### config.mk
export PLATFORM = sky130hd
export DESIGN_NAME = websocket_header_parser_unit_flat
export DESIGN_NICKNAME = d
export VERILOG_FILES = /design/src/hw/rtl/whsp_pkg.sv /design/src/hw/rtl/whsp_if.sv /design/src/hw/rtl/websocket_header_parser_unit.sv /design/src/hw/rtl/whsp_cfg.sv /design/src/hw/rtl/whsp_core.sv /design/src/flat_wrapper.sv
export SDC_FILE = /design/constraint.sdc
export NUM_CORES = 1
export LEC_CHECK = 0
export BUFFER_PORTS_ARGS = -buffer_cell sky130_fd_sc_hd__buf_2
export CAP_MARGIN = 20
export CORE_ASPECT_RATIO = 1.2
export CORE_MARGIN = 2
export CORE_UTILIZATION = 40
export CTS_BUF_LIST = sky130_fd_sc_hd__clkbuf_4 sky130_fd_sc_hd__clkbuf_8
export DETAILED_ROUTE_END_ITERATION = 10
export PLACE_DENSITY_LB_ADDON = 0.08
export SETUP_SLACK_MARGIN = 0.1
export SLEW_MARGIN = 40
export SYNTH_ARGS = -nofsm -noshare
export SYNTH_HDL_FRONTEND = slang
export SYNTH_SLANG_ARGS = --single-unit
### constraint.sdc
create_clock -name clk_i -period 5.6 [get_ports clk_i]
set_clock_uncertainty 0.15 [all_clocks]
set_input_delay 0.28 -clock clk_i [delete_from_list [all_inputs] [get_ports clk_i]]
set_output_delay 0.28 -clock clk_i [all_outputs]
set_load 0.02 [all_outputs]
### src/hw/rtl/whsp_pkg.sv
// Shared types and constants for the WebSocket frame header parser.
package whsp_pkg;

  localparam int unsigned CfgIdxW  = 1;
  localparam int unsigned LenW     = 64;
  localparam int unsigned KeyW     = 32;
  localparam int unsigned CntW     = 4;

  localparam logic [3:0] OpLastData  = 4'd2;
  localparam logic [3:0] OpFirstCtrl = 4'd8;
  localparam logic [3:0] OpLastCtrl  = 4'd10;
  localparam logic [6:0] CtrlMaxLen  = 7'd125;
  localparam logic [6:0] Len16Code   = 7'd126;
  localparam logic [6:0] Len64Code   = 7'd127;

  localparam logic [CntW-1:0] Len16Bytes = 4'd2;
  localparam logic [CntW-1:0] Len64Bytes = 4'd8;
  localparam logic [CntW-1:0] KeyBytes   = 4'd4;

  localparam logic [LenW-1:0] MaxPayloadRst = '1;

  typedef enum logic [CfgIdxW-1:0] {
    CfgRequireMasking = 1'd0,
    CfgMaxPayload     = 1'd1
  } cfg_idx_e;

  typedef enum logic [1:0] {
    PhFirst  = 2'd0,
    PhSecond = 2'd1,
    PhExtLen = 2'd2,
    PhKey    = 2'd3
  } phase_e;

  typedef enum logic [1:0] {
    StMore = 2'd0,
    StDone = 2'd1,
    StErr  = 2'd2
  } status_e;

  typedef enum logic [2:0] {
    ErrNone     = 3'd0,
    ErrRsv      = 3'd1,
    ErrOpcode   = 3'd2,
    ErrFragCtrl = 3'd3,
    ErrCtrlLen  = 3'd4,
    ErrPayload  = 3'd5
  } err_e;

  typedef struct packed {
    logic            require_masking;
    logic [LenW-1:0] max_payload;
  } cfg_t;

  typedef struct packed {
    logic [1:0]      status;
    logic [2:0]      error_code;
    logic            fin_flag;
    logic [3:0]      frame_opcode;
    logic            mask_flag;
    logic [LenW-1:0] payload_length;
    logic [KeyW-1:0] masking_key;
  } res_t;

endpackage

### src/hw/rtl/whsp_if.sv
// Channel interfaces: header byte input, decoded result output, register writes.
interface whsp_in_if;
  logic       valid;
  logic       ready;
  logic [7:0] data_byte;
  modport source (output valid, output data_byte, input ready);
  modport sink (input valid, input data_byte, output ready);
endinterface

interface whsp_out_if;
  logic                      valid;
  logic                      ready;
  logic [1:0]                status;
  logic [2:0]                error_code;
  logic                      fin_flag;
  logic [3:0]                frame_opcode;
  logic                      mask_flag;
  logic [whsp_pkg::LenW-1:0] payload_length;
  logic [whsp_pkg::KeyW-1:0] masking_key;
  modport source (output valid, output status, output error_code, output fin_flag,
                  output frame_opcode, output mask_flag, output payload_length,
                  output masking_key, input ready);
  modport sink (input valid, input status, input error_code, input fin_flag,
                input frame_opcode, input mask_flag, input payload_length,
                input masking_key, output ready);
endinterface

interface whsp_cfg_if;
  logic                         valid;
  logic                         ready;
  logic [whsp_pkg::CfgIdxW-1:0] index;
  logic [whsp_pkg::LenW-1:0]    data;
  modport source (output valid, output index, output data, input ready);
  modport sink (input valid, input index, input data, output ready);
endinterface

### src/hw/rtl/websocket_header_parser_unit.sv
// Top level of the WebSocket frame header parser.
// A byte passes through the input register and then the result register before its result is valid.
// Throughput: one header byte per cycle while the result output is not stalled; each byte gives one result.
// The input register, if it is empty, accepts a new byte while a finished result still waits downstream.
// Reset (rst_ni low, asynchronous) empties both registers, expects a first header byte,
// and restores require_masking to 0 and max_payload to all ones.
module websocket_header_parser_unit (
  input logic          clk_i,
  input logic          rst_ni,
  whsp_in_if.sink      in_i,
  whsp_out_if.source   out_o,
  whsp_cfg_if.sink     cfg_i
);

  logic           in_valid_q;
  logic [7:0]     in_byte_q;
  logic           out_valid_q;
  whsp_pkg::res_t out_res_q;
  whsp_pkg::res_t res;
  whsp_pkg::cfg_t cfg;
  logic           adv;

  assign adv        = in_valid_q && (!out_valid_q || out_o.ready);
  assign in_i.ready = !in_valid_q || adv;

  always_ff @(posedge clk_i or negedge rst_ni) begin
    if (!rst_ni) begin
      in_valid_q <= 1'b0;
    end else if (in_i.valid && in_i.ready) begin
      in_valid_q <= 1'b1;
    end else if (adv) begin
      in_valid_q <= 1'b0;
    end
  end

  always_ff @(posedge clk_i) begin
    if (in_i.valid && in_i.ready) in_byte_q <= in_i.data_byte;
  end

  whsp_cfg u_cfg (
    .clk_i      (clk_i),
    .rst_ni     (rst_ni),
    .wr_valid_i (cfg_i.valid),
    .wr_ready_o (cfg_i.ready),
    .wr_index_i (cfg_i.index),
    .wr_data_i  (cfg_i.data),
    .cfg_o      (cfg)
  );

  whsp_core u_core (
    .clk_i  (clk_i),
    .rst_ni (rst_ni),
    .step_i (adv),
    .byte_i (in_byte_q),
    .cfg_i  (cfg),
    .res_o  (res)
  );

  always_ff @(posedge clk_i or negedge rst_ni) begin
    if (!rst_ni) begin
      out_valid_q <= 1'b0;
    end else if (adv) begin
      out_valid_q <= 1'b1;
    end else if (out_o.ready) begin
      out_valid_q <= 1'b0;
    end
  end

  always_ff @(posedge clk_i) begin
    if (adv) out_res_q <= res;
  end

  assign out_o.valid          = out_valid_q;
  assign out_o.status         = out_res_q.status;
  assign out_o.error_code     = out_res_q.error_code;
  assign out_o.fin_flag       = out_res_q.fin_flag;
  assign out_o.frame_opcode   = out_res_q.frame_opcode;
  assign out_o.mask_flag      = out_res_q.mask_flag;
  assign out_o.payload_length = out_res_q.payload_length;
  assign out_o.masking_key    = out_res_q.masking_key;

endmodule

### src/hw/rtl/whsp_cfg.sv
// Configuration registers of the header parser.
module whsp_cfg (
  input  logic                         clk_i,
  input  logic                         rst_ni,
  input  logic                         wr_valid_i,
  output logic                         wr_ready_o,
  input  logic [whsp_pkg::CfgIdxW-1:0] wr_index_i,
  input  logic [whsp_pkg::LenW-1:0]    wr_data_i,
  output whsp_pkg::cfg_t               cfg_o
);

  logic                      require_masking_q;
  logic [whsp_pkg::LenW-1:0] max_payload_q;

  assign wr_ready_o = 1'b1;

  always_ff @(posedge clk_i or negedge rst_ni) begin
    if (!rst_ni) begin
      require_masking_q <= 1'b0;
      max_payload_q     <= whsp_pkg::MaxPayloadRst;
    end else if (wr_valid_i) begin
      case (wr_index_i)
        whsp_pkg::CfgRequireMasking: require_masking_q <= wr_data_i[0];
        whsp_pkg::CfgMaxPayload:     max_payload_q     <= wr_data_i;
        default: ;
      endcase
    end
  end

  assign cfg_o.require_masking = require_masking_q;
  assign cfg_o.max_payload     = max_payload_q;

endmodule

### src/hw/rtl/whsp_core.sv
// Header decode state and the per-byte check and status logic.
module whsp_core (
  input  logic                 clk_i,
  input  logic                 rst_ni,
  input  logic                 step_i,
  input  logic [7:0]           byte_i,
  input  whsp_pkg::cfg_t       cfg_i,
  output whsp_pkg::res_t       res_o
);

  whsp_pkg::phase_e              phase_q, phase_d;
  logic [whsp_pkg::CntW-1:0]     bytes_left_q, bytes_left_d;
  logic [7:0]                    first_hold_q, first_hold_d;
  logic                          fin_q, fin_d;
  logic [3:0]                    op_q, op_d;
  logic                          masked_q, masked_d;
  logic [whsp_pkg::LenW-1:0]     length_q, length_d;
  logic [whsp_pkg::KeyW-1:0]     key_q, key_d;

  whsp_pkg::status_e             status;
  whsp_pkg::err_e                err;

  logic                          ctrl;
  logic [6:0]                    code;
  logic                          rsv_bad, op_bad, frag_bad, mask_bad, ctl_long, ext_form;
  logic [whsp_pkg::LenW-1:0]     ext_len;
  logic [whsp_pkg::KeyW-1:0]     key_shift;
  logic                          last_byte, too_big;

  assign ctrl      = op_q[3];
  assign code      = byte_i[6:0];
  assign rsv_bad   = first_hold_q[6:4] != 3'd0;
  assign op_bad    = !(op_q inside {[4'd0 : whsp_pkg::OpLastData],
                                    [whsp_pkg::OpFirstCtrl : whsp_pkg::OpLastCtrl]});
  assign frag_bad  = ctrl && !fin_q;
  assign mask_bad  = cfg_i.require_masking && !byte_i[7];
  assign ctl_long  = ctrl && (code > whsp_pkg::CtrlMaxLen);
  assign ext_form  = (code == whsp_pkg::Len16Code) || (code == whsp_pkg::Len64Code);
  assign ext_len   = {length_q[whsp_pkg::LenW-9:0], byte_i};
  assign key_shift = {key_q[whsp_pkg::KeyW-9:0], byte_i};
  assign last_byte = bytes_left_q == whsp_pkg::CntW'(1);
  assign too_big   = ext_len > cfg_i.max_payload;

  // Status and error code for the byte at hand
  always_comb begin
    status = whsp_pkg::StMore;
    err    = whsp_pkg::ErrNone;
    case (phase_q)
      whsp_pkg::PhSecond: begin
        if (rsv_bad) begin
          status = whsp_pkg::StErr;
          err    = whsp_pkg::ErrRsv;
        end else if (op_bad) begin
          status = whsp_pkg::StErr;
          err    = whsp_pkg::ErrOpcode;
        end else if (frag_bad) begin
          status = whsp_pkg::StErr;
          err    = whsp_pkg::ErrFragCtrl;
        end else if (mask_bad) begin
          status = whsp_pkg::StErr;
          err    = whsp_pkg::ErrOpcode;
        end else if (ctl_long) begin
          status = whsp_pkg::StErr;
          err    = whsp_pkg::ErrCtrlLen;
        end else if (!ext_form && !byte_i[7]) begin
          status = whsp_pkg::StDone;
        end
      end
      whsp_pkg::PhExtLen: begin
        if (last_byte) begin
          if (too_big) begin
            status = whsp_pkg::StErr;
            err    = whsp_pkg::ErrPayload;
          end else if (!masked_q) begin
            status = whsp_pkg::StDone;
          end
        end
      end
      whsp_pkg::PhKey: begin
        if (last_byte) status = whsp_pkg::StDone;
      end
      default: ;
    endcase
  end

  // Next state
  always_comb begin
    phase_d      = phase_q;
    bytes_left_d = bytes_left_q;
    first_hold_d = first_hold_q;
    fin_d        = fin_q;
    op_d         = op_q;
    masked_d     = masked_q;
    length_d     = length_q;
    key_d        = key_q;
    case (phase_q)
      whsp_pkg::PhSecond: begin
        masked_d = byte_i[7];
        key_d    = '0;
        length_d = {{(whsp_pkg::LenW-7){1'b0}}, code};
        if (status == whsp_pkg::StMore) begin
          if (ext_form) begin
            phase_d      = whsp_pkg::PhExtLen;
            bytes_left_d = (code == whsp_pkg::Len16Code) ? whsp_pkg::Len16Bytes
                                                         : whsp_pkg::Len64Bytes;
            length_d     = '0;
          end else begin
            phase_d      = whsp_pkg::PhKey;
            bytes_left_d = whsp_pkg::KeyBytes;
          end
        end
      end
      whsp_pkg::PhExtLen: begin
        length_d     = ext_len;
        bytes_left_d = bytes_left_q - whsp_pkg::CntW'(1);
        if (last_byte && status == whsp_pkg::StMore) begin
          phase_d      = whsp_pkg::PhKey;
          bytes_left_d = whsp_pkg::KeyBytes;
        end
      end
      whsp_pkg::PhKey: begin
        key_d        = key_shift;
        bytes_left_d = bytes_left_q - whsp_pkg::CntW'(1);
      end
      default: begin
        first_hold_d = byte_i;
        fin_d        = byte_i[7];
        op_d         = byte_i[3:0];
        phase_d      = whsp_pkg::PhSecond;
        bytes_left_d = '0;
      end
    endcase
    if (status != whsp_pkg::StMore) phase_d = whsp_pkg::PhFirst;
  end

  // Result fields, decoded values shown only with a complete header
  always_comb begin
    res_o            = '0;
    res_o.status     = status;
    res_o.error_code = err;
    if (status == whsp_pkg::StDone) begin
      res_o.fin_flag       = fin_d;
      res_o.frame_opcode   = op_d;
      res_o.mask_flag      = masked_d;
      res_o.payload_length = length_d;
      res_o.masking_key    = masked_d ? key_d : '0;
    end
  end

  always_ff @(posedge clk_i or negedge rst_ni) begin
    if (!rst_ni) begin
      phase_q      <= whsp_pkg::PhFirst;
      bytes_left_q <= '0;
      first_hold_q <= '0;
      fin_q        <= 1'b0;
      op_q         <= '0;
      masked_q     <= 1'b0;
      length_q     <= '0;
      key_q        <= '0;
    end else if (step_i) begin
      phase_q      <= phase_d;
      bytes_left_q <= bytes_left_d;
      first_hold_q <= first_hold_d;
      fin_q        <= fin_d;
      op_q         <= op_d;
      masked_q     <= masked_d;
      length_q     <= length_d;
      key_q        <= key_d;
    end
  end

endmodule
### src/flat_wrapper.sv
// flat-port wrapper written by rule: the top's interface ports become plain ports
module websocket_header_parser_unit_flat 
  (clk_i, rst_ni, in_i_valid, in_i_data_byte, in_i_ready, out_o_valid, out_o_status, out_o_error_code, out_o_fin_flag, out_o_frame_opcode, out_o_mask_flag, out_o_payload_length, out_o_masking_key, out_o_ready, cfg_i_valid, cfg_i_index, cfg_i_data, cfg_i_ready);
  whsp_in_if in_i_i ();
  whsp_out_if out_o_i ();
  whsp_cfg_if cfg_i_i ();
  input logic clk_i;
  input logic rst_ni;
  input wire logic [$bits(in_i_i.valid)-1:0] in_i_valid;
  input wire logic [$bits(in_i_i.data_byte)-1:0] in_i_data_byte;
  output wire logic [$bits(in_i_i.ready)-1:0] in_i_ready;
  output wire logic [$bits(out_o_i.valid)-1:0] out_o_valid;
  output wire logic [$bits(out_o_i.status)-1:0] out_o_status;
  output wire logic [$bits(out_o_i.error_code)-1:0] out_o_error_code;
  output wire logic [$bits(out_o_i.fin_flag)-1:0] out_o_fin_flag;
  output wire logic [$bits(out_o_i.frame_opcode)-1:0] out_o_frame_opcode;
  output wire logic [$bits(out_o_i.mask_flag)-1:0] out_o_mask_flag;
  output wire logic [$bits(out_o_i.payload_length)-1:0] out_o_payload_length;
  output wire logic [$bits(out_o_i.masking_key)-1:0] out_o_masking_key;
  input wire logic [$bits(out_o_i.ready)-1:0] out_o_ready;
  input wire logic [$bits(cfg_i_i.valid)-1:0] cfg_i_valid;
  input wire logic [$bits(cfg_i_i.index)-1:0] cfg_i_index;
  input wire logic [$bits(cfg_i_i.data)-1:0] cfg_i_data;
  output wire logic [$bits(cfg_i_i.ready)-1:0] cfg_i_ready;
  assign in_i_i.valid = in_i_valid;
  assign in_i_i.data_byte = in_i_data_byte;
  assign in_i_ready = in_i_i.ready;
  assign out_o_valid = out_o_i.valid;
  assign out_o_status = out_o_i.status;
  assign out_o_error_code = out_o_i.error_code;
  assign out_o_fin_flag = out_o_i.fin_flag;
  assign out_o_frame_opcode = out_o_i.frame_opcode;
  assign out_o_mask_flag = out_o_i.mask_flag;
  assign out_o_payload_length = out_o_i.payload_length;
  assign out_o_masking_key = out_o_i.masking_key;
  assign out_o_i.ready = out_o_ready;
  assign cfg_i_i.valid = cfg_i_valid;
  assign cfg_i_i.index = cfg_i_index;
  assign cfg_i_i.data = cfg_i_data;
  assign cfg_i_ready = cfg_i_i.ready;
  websocket_header_parser_unit u_core (.clk_i(clk_i), .rst_ni(rst_ni), .in_i(in_i_i), .out_o(out_o_i), .cfg_i(cfg_i_i));
endmodule
# --- Word level (Yosys, flattened, before mapping) ---
# Index checks and enable logic that the tools add are counted.
word_totals:
  regBits: 297
  input_bits: 78
  output_inout_bits: 110
op_classes:
  addsub: 1
  order_cmp: 6
  n_eq_ne: 11
  muxes: 40
  bitwise: 2
  reduce_logical: 30
op_table:
  columns: ["operator", "n"]
  rows:
  - ["$pmux 64 s2", 1]
  - ["$gt 64x64->1", 1]
  - ["$pmux 32 s2", 1]
  - ["$mux 3", 7]
  - ["$mux 2", 10]
  - ["$mux 4", 5]
  - ["$eq 7x7->1 const B", 2]
  - ["$mux 7", 2]
  - ["$pmux 2 s3", 2]
  - ["$pmux 4 s3", 1]
  - ["$mux 1", 10]
  - ["$reduce_and 2->1", 5]
  - ["$logic_and 1x1->1", 9]
  - ["$reduce_bool 2->1", 4]
  - ["$gt 7x7->1 const B", 1]
  - ["$ne 3x3->1 const B", 2]
  - ["$pmux 3 s2", 1]
  - ["$logic_not 1->1", 5]
  - ["$eq 2x1->1 const B", 2]
  - ["$eq 2x2->1 const B", 2]
  - ["$eq 4x1->1 const B", 1]
  - ["$ge 4x1->1 const B", 1]
  - ["$ge 4x4->1 const B", 1]
  - ["$le 4x2->1 const B", 1]
  - ["9 further kinds", 13]

# --- Logic depth before layout (Yosys ltp) ---
# Gate-level depths: netlist (run 1).
depth:
  depth_word: 16
  mapped_depth: 14
  mapped_depth_nobuf: 11

# --- Cells and area by module ---
# Synthesis (run 1) repeated with hierarchy kept, for this count alone.
hier_totals:
  cells_unflattened: 1267
  area_unflattened_um2: 14279.9
by_module_without_submodules:
  columns: ["module", "instances", "cells_each", "area_each_um2", "seq_area_each_um2"]
  rows:
  - ["whsp_core", 1, 1003, 8144.1, 2777.7]
  - ["websocket_header_parser_unit", 1, 123, 3557.2, 3503.4]
  - ["whsp_cfg", 1, 141, 2578.7, 1706.6]

# --- Worst setup path before layout (run 1) ---
# No wires, ideal clock.
synth_path:
  kind: "reg-to-reg"
  start: "reg u_core.out_valid_q (netlist: u_core.out_o.valid)"
  end: "reg u_core.u_core.bytes_left_q[0] (netlist bit)"
  setup_ps: 125
  arrival_ps: 4192
  required_ps: 5325
  path_slack_ps: 1132
  path_stages_with_launch: 6
  synth_period_minus_slack_ps: 4468
  path_cell_list: "dfrtp_1 nand2b_1 nand2_1 clkinv_1 o21ai_1 mux2_2"
synth_between:
  elab_chain_cells: 4
synth_rtl:
  columns: ["element", "line", "text"]
  rows:
  - ["from (decl)", "websocket_header_parser_unit.sv:17", "logic out_valid_q;"]
  - ["from (signal assigned)", "websocket_header_parser_unit.sv:61", "out_valid_q <= 1'b0;"]
  - ["from (signal assigned)", "websocket_header_parser_unit.sv:63", "out_valid_q <= 1'b1;"]
  - ["from (signal assigned)", "websocket_header_parser_unit.sv:65", "out_valid_q <= 1'b0;"]
  - ["$logic_not 1->1", "websocket_header_parser_unit.sv:23", "assign adv = in_valid_q && (!out_valid_q || out_o.ready);"]
  - ["$logic_or 1x1->1", "websocket_header_parser_unit.sv:23", null]
  - ["$logic_and 1x1->1", "websocket_header_parser_unit.sv:23", null]
  - ["named net u_core.adv", "websocket_header_parser_unit.sv:21", "logic adv;"]
  - ["$reduce_and 2->1 (no line)", null, null]
  - ["to (signal assigned)", "whsp_core.sv:162", "bytes_left_q <= bytes_left_d;"]
  - ["to (decl)", "whsp_core.sv:12", "logic [whsp_pkg::CntW-1:0] bytes_left_q, bytes_left_d;"]
# The timed path passes the listed nets, and every way through them passes these cells.
# A chain may end at the register's enable or synchronous reset.

# --- Worst setup path after layout (run 1) ---
layout_path:
  start: "reg u_core.u_cfg.max_payload_q[15] (netlist bit)"
  end: "reg u_core.out_res_q (netlist bit u_core.out_o.mask_flag) (data pin)"
layout_between:
  elab_chain_cells: 5
layout_rtl:
  columns: ["element", "line", "text"]
  rows:
  - ["from (decl)", "whsp_cfg.sv:13", "logic [whsp_pkg::LenW-1:0] max_payload_q;"]
  - ["from (signal assigned)", "whsp_cfg.sv:20", "max_payload_q <= whsp_pkg::MaxPayloadRst;"]
  - ["from (signal assigned)", "whsp_cfg.sv:24", "whsp_pkg::CfgMaxPayload: max_payload_q <= wr_data_i;"]
  - ["$gt 64x64->1", "whsp_core.sv:42", "assign too_big = ext_len > cfg_i.max_payload;"]
  - ["$mux 2", "whsp_core.sv:71", "if (too_big) begin"]
  - ["$mux 2", "whsp_core.sv:70", "if (last_byte) begin"]
  - ["$pmux 2 s3", "whsp_core.sv:48", "case (phase_q)"]
  - ["$eq 2x1->1", "whsp_core.sv:141", "if (status == whsp_pkg::StDone) begin"]
  - ["to (signal assigned)", "websocket_header_parser_unit.sv:70", "if (adv) out_res_q <= res;"]
  - ["to (decl)", "websocket_header_parser_unit.sv:18", "whsp_pkg::res_t out_res_q;"]
# No other way between the ends.

==> impl_metrics.csv, run 1 <==
group,metric,value,unit
finish,multi_input_area,5640,sq um
critical_path,slowest_delay,0.63,ns
routing,drt-pass1-iter-count,5,
grt,grt_pass1_vias,10600,
grt,track_usage,0.206,
place,gp_congestion,0.798,
clocking,clock_latency,0.60,ns
finish,diodes,0,
synth,syn_nets,1438,
status,status,"finished, final reports clean",
routing,routed_via_density,5.15,
routing,num_vias,10600,
sta,rsz0062_at_grt,"false",
synth,synth_top_area_share,0.242,
power_and_ir_drop,p_sw_frac,0.374,
routing,drc_errors,0,
die,start_util,0.406,
clocking,clk_pin_slew_worst_paths,0.06,ns
worst_hold_path,hold_class,"input port to flip-flop",
finish,syn_to_final_growth,22.7,%
synth,async_flop_share,0.608,
routing,drtIter0Drc,700,
clocking,clockRootBuffer,"clkbuf_8",
grt,gr-total-overflow,0,
critical_path,worstPathCellList,"inv_1 > ha_1 > nand4_1 > nor4_2 > o21ai_0 > a32oi_1 > a211oi_1 > a21boi_2 > a211o_2 > or2_2 > buf_4 > inv_1",
clocking,cts_tree,"yes",
critical_path,slowest_stage,"nor4_2",
sta,post-route-min-period,4.40,ns
synth,syn_avg_cell_area,11.1,sq um
worst_hold_path,hold_start,"cfg_i_valid",
power_and_ir_drop,p_switching,0.00278,W
finish,final_cells,2051,
synth,netlist-cell-type-count,59,
clocking,cts_resized,0,
power_and_ir_drop,ir_drop,0.258,mV
critical_path,cpMostUsedCell,"inv_1",
die,num_rows,75,
critical_path,critPathArrivalTime,4.58,ns
die,die_x,176,microns
sta,finalSetupTns,0,ns
synth,synth_common_cells,"160 x nand2_1, 120 x nand3_1, 115 x edfxtp_1",
power_and_ir_drop,comb_power_share,0.322,
grt,grt_first_pass_wirelength,59.8,mm
grt,antenna_found_initial,0,
synth,ys_warn_count,0,
sta,maxSlewViolCount,0,
clocking,cts_buffer_depth,3,
sta,fmax,227,MHz
routing,postRouteAntennaNets,0,
die,core,35100,sq um
critical_path,worstSetupEndpointType,"flip-flop",
critical_path,path_class,"flip-flop to flip-flop",
power_and_ir_drop,pwr-share-clk,0.271,
synth,synth_edf_count,115,
power_and_ir_drop,seqPwrFrac,0.407,
die,die_area,37200,sq um
sta,worst_slew_pin_slew,0.782,ns
synth,yosysSeqAreaShare,0.560,
power_and_ir_drop,intPower,0.00466,W
power_and_ir_drop,powerDensity,425,nW/um^2
clocking,cts.sinks,293,
critical_path,r2r_start,"u_core.u_cfg.max_payload_q[15]",
critical_path,required,5.78,ns
synth,yosysMostFrequentCell,"nand2_1",
clocking,cts_buffers,52,
sta,final.period_utilization,0.785,
die,fp.dieH,211,microns
grt,grt_max_degree,94,
routing,drt_wl_total,37.7,mm
sta,relSlewSlack,0.478,
sta,hold_viol_final,0,
synth,netlist_instances,1290,
synth,ys_ff_latch,293,
critical_path,crit_fanout,14,
synth,synthTopCellsByArea,"edfxtp_1 24%, dfrtp_1 20%, dfstp_2 12%",
routing,routedWlPerCell,18.4,microns
place,portBuffers,186,
clocking,cts_setup_buffers,0,
place,dp_hpwl,24.2,mm
critical_path,cp-startpoint,"u_core.u_cfg.max_payload_q[15]",
finish,nNetsFinal,1694,
finish,fillers,3275,
power_and_ir_drop,leakage,7.62,nW
synth,syn-cell-area,14300,sq um
synth,synth_top_area_cell,"edfxtp_1",
finish,drive_gt1_frac,0.297,
clocking,cts_max_level,2,
place,placed_cells,1877,
flow_run,drv_cap,0,
synth,synth_ff_type,"edfxtp_1",
die,ios,188,
critical_path,worstSetupStartpointType,"flip-flop",
sta,setup-violations-final,0,
finish,ff_latch_area,7990,sq um
[per-stage QoR]
stage | hold slack (ns) | setup WS, ns | util | total power, W | area, sq um
finish | 0.0589 | 1.20 | 0.499 | 0.00744 | 17500
global route | 0.0307 | 1.00 | 0.499 | 0.00791 | 17500
CTS | 0.0368 | 1.07 | 0.498 | 0.00752 | 17500
detailed placement | 0.224 | 1.08 | 0.446 | 0.00543 | 15700
global placement | 0.215 | 0.788 | 0.444 | 0.00538 | 15600
floorplan | -0.166 | 1.13 | - | 0.00467 | 14300
[layer usage]
metal | GRT usage | routed length [microns]
met1 | 0.271 | 16200
met2 | 0.352 | 18900
met3 | 0.0322 | 1880
met4 | 0.0590 | 765
met5 | 0 | 0
[path summary, 6_finish.rpt]
kind                                             endpoint  slack [ns]  cells after the start
max                                u_core.out_o.mask_flag        1.20                     12
min                        u_core.u_cfg.require_masking_q        0.06                      3
max reg2reg                        u_core.out_o.mask_flag        1.20                     12
min reg2reg                    u_core.u_core.length_q[63]        0.32                      2
max in group asynchronous   u_core.u_cfg.max_payload_q[0]        4.21                      4
min in group asynchronous  u_core.u_cfg.max_payload_q[13]        0.17                      2
[final cells by class]
class / instances / share of cell area
clock inverter: 14 / 0.00500
clock buffer: 83 / 0.0552
timing repair buffer: 280 / 0.108
inverter: 91 / 0.0198
multi-input combinational: 828 / 0.322
sequential: 293 / 0.456
tap: 462 / 0.0330
[worst max-delay path: cells and delay by family, from the launching register on]
family | cells | cell delay (ns)
compound gates | 5 | 1.22
fa+ha+maj | 1 | 0.31
buf+inv | 3 | 0.59
flops | 1 | 0.53
simple gates | 3 | 1.32
[sequential cells by signal, summed over array words and instances, names as in the netlist, 2 cells and up]
name,cells
u_core.u_core.key_q,32
u_core.out_o.error_code,3
u_core.u_core.op_q,4
u_core.u_core.phase_q,2
u_core.out_o.status,2
u_core.u_core.first_hold_q,3
u_core.out_o.frame_opcode,4
u_core.u_cfg.max_payload_q,64
u_core.u_core.length_q,64
u_core.u_core.bytes_left_q,4
u_core.out_o.masking_key,32
u_core.out_o.payload_length,64
u_core.in_byte_q,8
[power groups by stage]
| stage | sequential (W) | clock, W | combinational, W |
|---|---|---|---|
| after floorplan | 0.00299 | 0 | 0.00167 |
| after global placement | 0.00307 | 0 | 0.00231 |
| after detailed placement | 0.00307 | 0 | 0.00236 |
| after CTS | 0.00303 | 0.00208 | 0.00241 |
| after global routing | 0.00308 | 0.00218 | 0.00265 |
| final | 0.00303 | 0.00201 | 0.00239 |
[cells in the final DEF (no fill, tap or decap), types with 4 or more instances in the layout]
cell and count:
buf_2 185, buf_6 4, o31ai_1 7, mux2_2 67, ha_1 68, clkbuf_8 55
edfxtp_1 115, nand2_1 158, a21o_1 6, nor2b_1 4, nor3_1 6, nor2_4 29
a22oi_1 32, inv_1 90, nand4_1 20, a21oi_1 96, a22o_1 32, dfrtp_1 114
dfstp_2 64, clkbuf_4 28, nor2_1 22, buf_4 11, o21ai_0 26, nand2b_1 70
nand3_1 120, clkinv_1 10, dlygate4sd3_1 77, nand3b_1 7
[timing repair]
item | in CTS | in global routing
hold endpoints to repair | 142 | 0
setup endpoints to repair | 0 | 0
hold buffers | 77 | 0
[cells by family after synthesis]
kind of cell / after synthesis / synth area share
and+or+nand+nor: 454 / 0.168
DFF: 293 / 0.560
xor gates and xnor gates: 1 / 0.000614
buffers and inverters: 169 / 0.0493
adders and majority gates: 70 / 0.0614
AOI/OAI and AO/OA: 232 / 0.106
other: 1 / 0.000263
muxes: 70 / 0.0550
Power figures use the tool's default switching activity.
==> inputs of run 2 (changes only) <==
--- a/config.mk
+++ b/config.mk
@@ -5,6 +5,7 @@
 export SDC_FILE = /design/constraint.sdc
 export NUM_CORES = 1
 export LEC_CHECK = 0
+export ABC_AREA = 1
 export BUFFER_PORTS_ARGS = -buffer_cell sky130_fd_sc_hd__buf_2
 export CAP_MARGIN = 20
 export CORE_ASPECT_RATIO = 1.2
==> constraint.sdc (replaced) <==
create_clock -name clk_i -period 4.19 [get_ports clk_i]
set_clock_uncertainty 0.15 [all_clocks]
set_input_delay 0.2095 -clock clk_i [delete_from_list [all_inputs] [get_ports clk_i]]
set_output_delay 0.2095 -clock clk_i [all_outputs]
set_load 0.02 [all_outputs]
==> run 2 against run 1 <==
Wire length decreased by 4.0%. Sequential share of layout area increased by 0.35 points. Global-route usage decreased by 0.68 points. Sequential power increased by 24%. Register-to-register slack got worse by 0.60 ns. Fmax increased by 23%. Via count increased by 6.2%. Critical endpoint is now u_core.out_o.payload_length[34]. Largest cell class unchanged. Largest power group unchanged.
==> impl_metrics.csv, run 2 <==
group,metric,value,unit
status,status,"finished, final reports clean",
synth,synth_common_cells,"296 x nand2_1, 260 x inv_1, 153 x nor2_1",
grt,grt_first_pass_wirelength,58.2,mm
sta,final.period_utilization,0.855,
finish,final_area,17400,sq um
sta,rsz0062_at_grt,"false",
sta,finalSetupTns,0,ns
clocking,cts_resized,0,
synth,yosysMostFrequentCell,"nand2_1",
sta,maxSlewViolCount,0,
synth,ys_ff_latch,293,
finish,nNetsFinal,1975,
finish,fillers,3438,
critical_path,required,4.38,ns
die,ios,188,
routing,routedWlPerCell,15.6,microns
sta,fmax,279,MHz
clocking,clock_latency,0.59,ns
clocking,clk_pin_slew_worst_paths,0.06,ns
clocking,clockRootBuffer,"clkbuf_8",
place,dpl-instance-area,15500,sq um
sta,post-route-min-period,3.58,ns
power_and_ir_drop,ir_drop,0.347,mV
power_and_ir_drop,leakage,7.90,nW
synth,synth_top_area_share,0.244,
synth,syn-cell-area,14100,sq um
clocking,cts_tree,"yes",
synth,async_flop_share,0.608,
die,fp.dieH,210,microns
finish,finish.utilization,0.498,
critical_path,critPathArrivalTime,3.77,ns
worst_hold_path,hold_class,"input port to asynchronous set/reset pin",
place,dp_hpwl,23.5,mm
synth,synth_edf_count,115,
synth,ys_warn_count,0,
grt,antenna_found_initial,0,
clocking,cts_setup_buffers,0,
routing,drt_wl_total,36.2,mm
die,start_util,0.405,
routing,num_vias,11200,
finish,final_common_cell,"nand2_1",
flow_run,drv_cap,0,
synth,syn_avg_cell_area,9.02,sq um
sta,hold-worst-slack,0.0665,ns
die,num_rows,75,
clocking,cts_max_level,2,
grt,grt_max_degree,157,
synth,netlist-cell-type-count,33,
sta,worst_slew_pin_slew,0.740,ns
synth,synth_top_area_cell,"edfxtp_1",
place,portBuffers,186,
die,die_area,36900,sq um
finish,layout_common_cells,"294 x nand2_1, 258 x inv_1, 185 x buf_2",
routing,drtIter0Drc,698,
sta,hold_viol_final,0,
finish,drive_gt1_frac,0.214,
routing,routed_via_density,4.81,
routing,postRouteAntennaNets,0,
synth,netlist_instances,1566,
clocking,cts_buffer_depth,3,
routing,drt-pass1-iter-count,5,
synth,syn_nets,1714,
die,core,34900,sq um
synth,yosysSeqAreaShare,0.565,
finish,syn_to_final_growth,22.9,%
power_and_ir_drop,power,0.00913,W
routing,drc_errors,0,
clocking,cts.sinks,293,
critical_path,crit_fanout,38,
synth,synth_ff_type,"edfxtp_1",
sta,relSlewSlack,0.507,
synth,synthTopCellsByArea,"edfxtp_1 24%, dfrtp_1 20%, dfstp_2 12%",
critical_path,reg2reg_slack,0.61,ns
critical_path,worstSetupStartpointType,"flip-flop",
grt,gr-total-overflow,0,
place,gp_congestion,0.817,
grt,grt_pass1_vias,11200,
finish,diodes,0,
die,die_x,176,microns
power_and_ir_drop,powerDensity,526,nW/um^2
grt,track_usage,0.199,
sta,setup-violations-final,0,
clocking,cts_buffers,50,
critical_path,worstSetupEndpointType,"flip-flop",
critical_path,path_class,"flip-flop to flip-flop",
==> run 2: cell types whose count changed after synthesis, sizes merged, moves of 67 or more <==
cell	delta
inv	+172
mux2	-67
nand2	+138
nand2b	-70
nand3	-71
nor2	+132
o21ai	+112
==> run 2: layout make-up <==
type | instances | area, sq um | area share
flip-flops and latches | 293 | 7990 | 0.460
repair buffers | 284 | 1940 | 0.112
inverters | 265 | 1010 | 0.0581
multi-input cells | 933 | 4840 | 0.278
well taps | 462 | 578 | 0.0333
clock buffers | 84 | 981 | 0.0565
clock inverters | 8 | 37.5 | 0.00216
==> run 2: per-stage QoR <==
stage,cells,worst slack [ns]
6_report,2329,0.607
5_1_grt,2329,0.265
4_1_cts,2327,0.544
3_5_place_dp,2156,0.569
3_3_place_gp,2155,0.541
2_1_floorplan,1566,1.16
==> run 2: cells by family (layout without fill, tap and decap cells) <==
group | Yosys count | count (layout) | synth area share
compound gates | 309 | 309 | 0.118
other cells | 1 | 1 | 0.000265
simple gates | 551 | 551 | 0.160
fa+ha+maj | 70 | 70 | 0.0620
xor+xnor | 2 | 2 | 0.00124
buf+inv | 340 | 641 | 0.0934
flops | 293 | 293 | 0.565
==> run 2: what timing repair did <==
action	4_1_cts	5_1_grt
hold buffers	79	1
setup endpoints to repair	0	0
endpoints found under the hold margin	145	9
==> run 2: power by group <==
part	switching, W	total, W	internal, W
Combinational	0.00199	0.00274	0.000753
Clock	0.00116	0.00263	0.00147
Sequential	0.000229	0.00376	0.00354
Total	0.00337	0.00913	0.00575
==> run 2: worst max-delay path, cell delays in order (launching register included) <==
cell and delay, ns:
dfstp_2 0.51, inv_1 0.04, ha_1 0.29, nand2_1 0.10, nor4_1 0.30, nand2_1 0.17
nor2_1 0.27, nand2_1 0.13, nand2_1 0.09, nand2_1 0.06, nand2_1 0.06, nand2_1 0.04
nand2_1 0.05, nand2_1 0.06, nand2_2 0.09, nor2_2 0.04, inv_2 0.07, buf_4 0.44
buf_12 0.27, nor2_1 0.07
==> run 2: routing by layer <==
metal / share of wire / GRT usage / vias up
li1: - / - / 5571
met1: 0.45 / 0.262 / 5349
met2: 0.48 / 0.336 / 231
met3: 0.045 / 0.0362 / 63
met4: 0.022 / 0.0570 / 0
met5: 0 / 0 / -
==> run 2: worst paths after layout <==
check,startpoint,endpoint,cells past startpoint
min in group clk_i,in_i_data_byte[6],u_core.in_byte_q[6],2
hold reg to reg,u_core.u_cfg.max_payload_q[23],u_core.u_cfg.max_payload_q[23],2
max in group asynchronous,rst_ni,u_core.u_cfg.max_payload_q[51],3
setup reg to reg,u_core.u_cfg.max_payload_q[55],u_core.out_o.payload_length[34],19
hold / removal,rst_ni,u_core.in_valid_q,2
setup / recovery,u_core.u_cfg.max_payload_q[55],u_core.out_o.payload_length[34],19
==> inputs of run 3 (changes only) <==
--- a/config.mk
+++ b/config.mk
@@ -8,7 +8,7 @@
 export ABC_AREA = 1
 export BUFFER_PORTS_ARGS = -buffer_cell sky130_fd_sc_hd__buf_2
 export CAP_MARGIN = 20
-export CORE_ASPECT_RATIO = 1.2
+export CORE_ASPECT_RATIO = 1.1
 export CORE_MARGIN = 2
 export CORE_UTILIZATION = 40
 export CTS_BUF_LIST = sky130_fd_sc_hd__clkbuf_4 sky130_fd_sc_hd__clkbuf_8
==> run 3 against run 2 <==
Wire length fell by 2.1%. Total power grew 0.10%. Sequential share of layout area rose by 0.15 points. Via count fell by 0.85%. Critical path depth rose by 1. Worst setup slack better by 0.073 ns. Final area decreased by 0.32%. Sequential power barely moved. Hold slack got worse by 0.012 ns.
==> impl_metrics.csv, run 3 (synthesis gave the netlist of run 2 again) <==
group,metric,value,unit
clocking,cts.sinks,293,
die,die_area,36900,sq um
finish,diodes,0,
power_and_ir_drop,powerDensity,528,nW/um^2
sta,setup-violations-final,0,
die,start_util,0.404,
die,core,35000,sq um
routing,postRouteAntennaNets,0,
finish,syn_to_final_growth,22.5,%
place,gp_congestion,0.821,
grt,track_usage,0.196,
die,num_rows,72,
worst_hold_path,hold_class,"input port to asynchronous set/reset pin",
grt,grt_max_degree,137,
critical_path,critical_path_depth,20,
critical_path,critPathArrivalTime,3.68,ns
critical_path,crit_fanout,32,
critical_path,cp-startpoint,"u_core.u_cfg.max_payload_q[55]",
clocking,clockRootBuffer,"clkbuf_8",
sta,hold_viol_final,0,
critical_path,worstPathCellList,"inv_1 > ha_1 > nand2_1 > nor4_1 > nand2_1 > nor2_1 > nand2_1 > nand2_1 > nand2_1 > nand2_1 > nand2_1 > nand2_1 > nand2_1 > nand2_2 > nor2_2 > inv_2 > nor2_4 > inv_2 > buf_4 > nor2_1",
critical_path,r2r_cells,20,
critical_path,slowest_stage,"dfstp_2",
grt,gr-total-overflow,0,
clocking,cts_tree,"yes",
clocking,cts_buffers,50,
clocking,clk_pin_slew_worst_paths,0.06,ns
critical_path,worstSetupEndpointType,"flip-flop",
power_and_ir_drop,intPower,0.00577,W
power_and_ir_drop,ir_drop,0.432,mV
critical_path,cpMostUsedCell,"nand2_1",
finish,multi_input_area,4840,sq um
finish,final_area,17300,sq um
power_and_ir_drop,comb_power_share,0.297,
critical_path,crit_buf_inv,4,
power_and_ir_drop,leakage,7.87,nW
finish,final_common_cell,"nand2_1",
sta,post-route-min-period,3.51,ns
critical_path,worstSetupStartpointType,"flip-flop",
place,dpl-instance-area,15500,sq um
critical_path,cp-endpoint,"u_core.out_o.masking_key[1]",
critical_path,slowest_delay,0.51,ns
die,ios,188,
routing,num_vias,11100,
finish,nNetsFinal,1969,
sta,maxSlewViolCount,0,
status,status,"finished, final reports clean",
sta,finalSetupTns,0,ns
power_and_ir_drop,p_sw_frac,0.369,
sta,relSlewSlack,0.531,
routing,drt_wl_total,35.5,mm
finish,ff_latch_area,7990,sq um
sta,rsz0062_at_grt,"false",
routing,routed_via_density,4.82,
power_and_ir_drop,pwr-share-clk,0.292,
critical_path,r2r_start,"u_core.u_cfg.max_payload_q[55]",
power_and_ir_drop,p_switching,0.00337,W
die,die_x,183,microns
sta,worst_slew_pin_slew,0.703,ns
flow_run,drv_cap,0,
finish,drive_gt1_frac,0.211,
power_and_ir_drop,seqPwrFrac,0.411,
critical_path,path_class,"flip-flop to flip-flop",
grt,antenna_found_initial,0,
clocking,clock_latency,0.58,ns
routing,drc_errors,0,
die,fp.dieH,201,microns
clocking,cts_setup_buffers,0,
routing,routedWlPerCell,15.4,microns
clocking,cts_max_level,2,
routing,drt-pass1-iter-count,5,
grt,grt_first_pass_wirelength,57.6,mm
clocking,postCtsHoldBufs,79,
grt,grt_pass1_vias,11100,
place,portBuffers,186,
critical_path,crit_family,"simple AND/OR/NAND/NOR gates",
critical_path,required,4.36,ns
finish,fillers,3368,
sta,final.period_utilization,0.838,
routing,drtIter0Drc,641,
critical_path,r2r_end,"u_core.out_o.masking_key[1]",
finish,layout_common_cells,"294 x nand2_1, 258 x inv_1, 185 x buf_2",
clocking,cts_resized,0,
critical_path,reg2reg_slack,0.68,ns
sta,fmax,285,MHz
clocking,cts_buffer_depth,3,
place,dp_hpwl,23.2,mm
[run 3: cell count changes in the layout (fill, tap and decap cells not counted), moves of 2 or more]
| cell | change |
|---|---|
| clkinv_1 | +3 |
| buf_12 | -2 |
| clkbuf_4 | -11 |
| clkinvlp_4 | +2 |
| clkbuf_8 | +6 |
| buf_4 | -3 |
[run 3: routing by layer]
metal | GRT usage | wire length [microns]
met3 | 0.0346 | 1920
met4 | 0.0571 | 726
met5 | 0 | 0
met2 | 0.312 | 16100
met1 | 0.276 | 16700
[run 3: final cells by class]
| cell class | instances | share of cell area |
|---|---|---|
| multi-input combinational | 933 | 0.279 |
| clock inverter | 15 | 0.00441 |
| inverter | 265 | 0.0584 |
| clock buffer | 79 | 0.0567 |
| tap | 444 | 0.0321 |
| sequential | 293 | 0.461 |
| timing repair buffer | 278 | 0.108 |
[run 3: per-stage QoR]
stage | util | power [W] | setup WS, ns | cells | hold slack, ns
2_1_floorplan | - | 0.00565 | 1.16 | 1566 | -0.236
5_1_grt | 0.495 | 0.00978 | 0.327 | 2307 | 0.0918
3_5_place_dp | 0.442 | 0.00649 | 0.641 | 2134 | 0.117
6_report | 0.495 | 0.00914 | 0.680 | 2307 | 0.0547
3_3_place_gp | 0.442 | 0.00646 | 0.690 | 2134 | 0.129
4_1_cts | 0.495 | 0.00927 | 0.652 | 2307 | 0.0561
[run 3: worst min path at each step]
stage,from,endpoint,slack [ns]
final,rst_ni,u_core.u_core.key_q[20],0.05
after global routing,rst_ni,u_core.u_core.length_q[51],0.09
after CTS,rst_ni,u_core.u_core.key_q[20],0.06
after detailed placement,rst_ni,u_core.u_core.key_q[20],0.12
after global placement,rst_ni,u_core.u_core.key_q[20],0.13
after floorplan,rst_ni,u_core.in_valid_q,-0.24
[run 3: power groups by stage]
stage | registers, W | logic (W) | clock network (W)
2_1_floorplan | 0.00390 | 0.00175 | 0
3_3_place_gp | 0.00381 | 0.00265 | 0
3_5_place_dp | 0.00381 | 0.00268 | 0
4_1_cts | 0.00376 | 0.00275 | 0.00276
5_1_grt | 0.00381 | 0.00308 | 0.00289
6_report | 0.00376 | 0.00271 | 0.00267
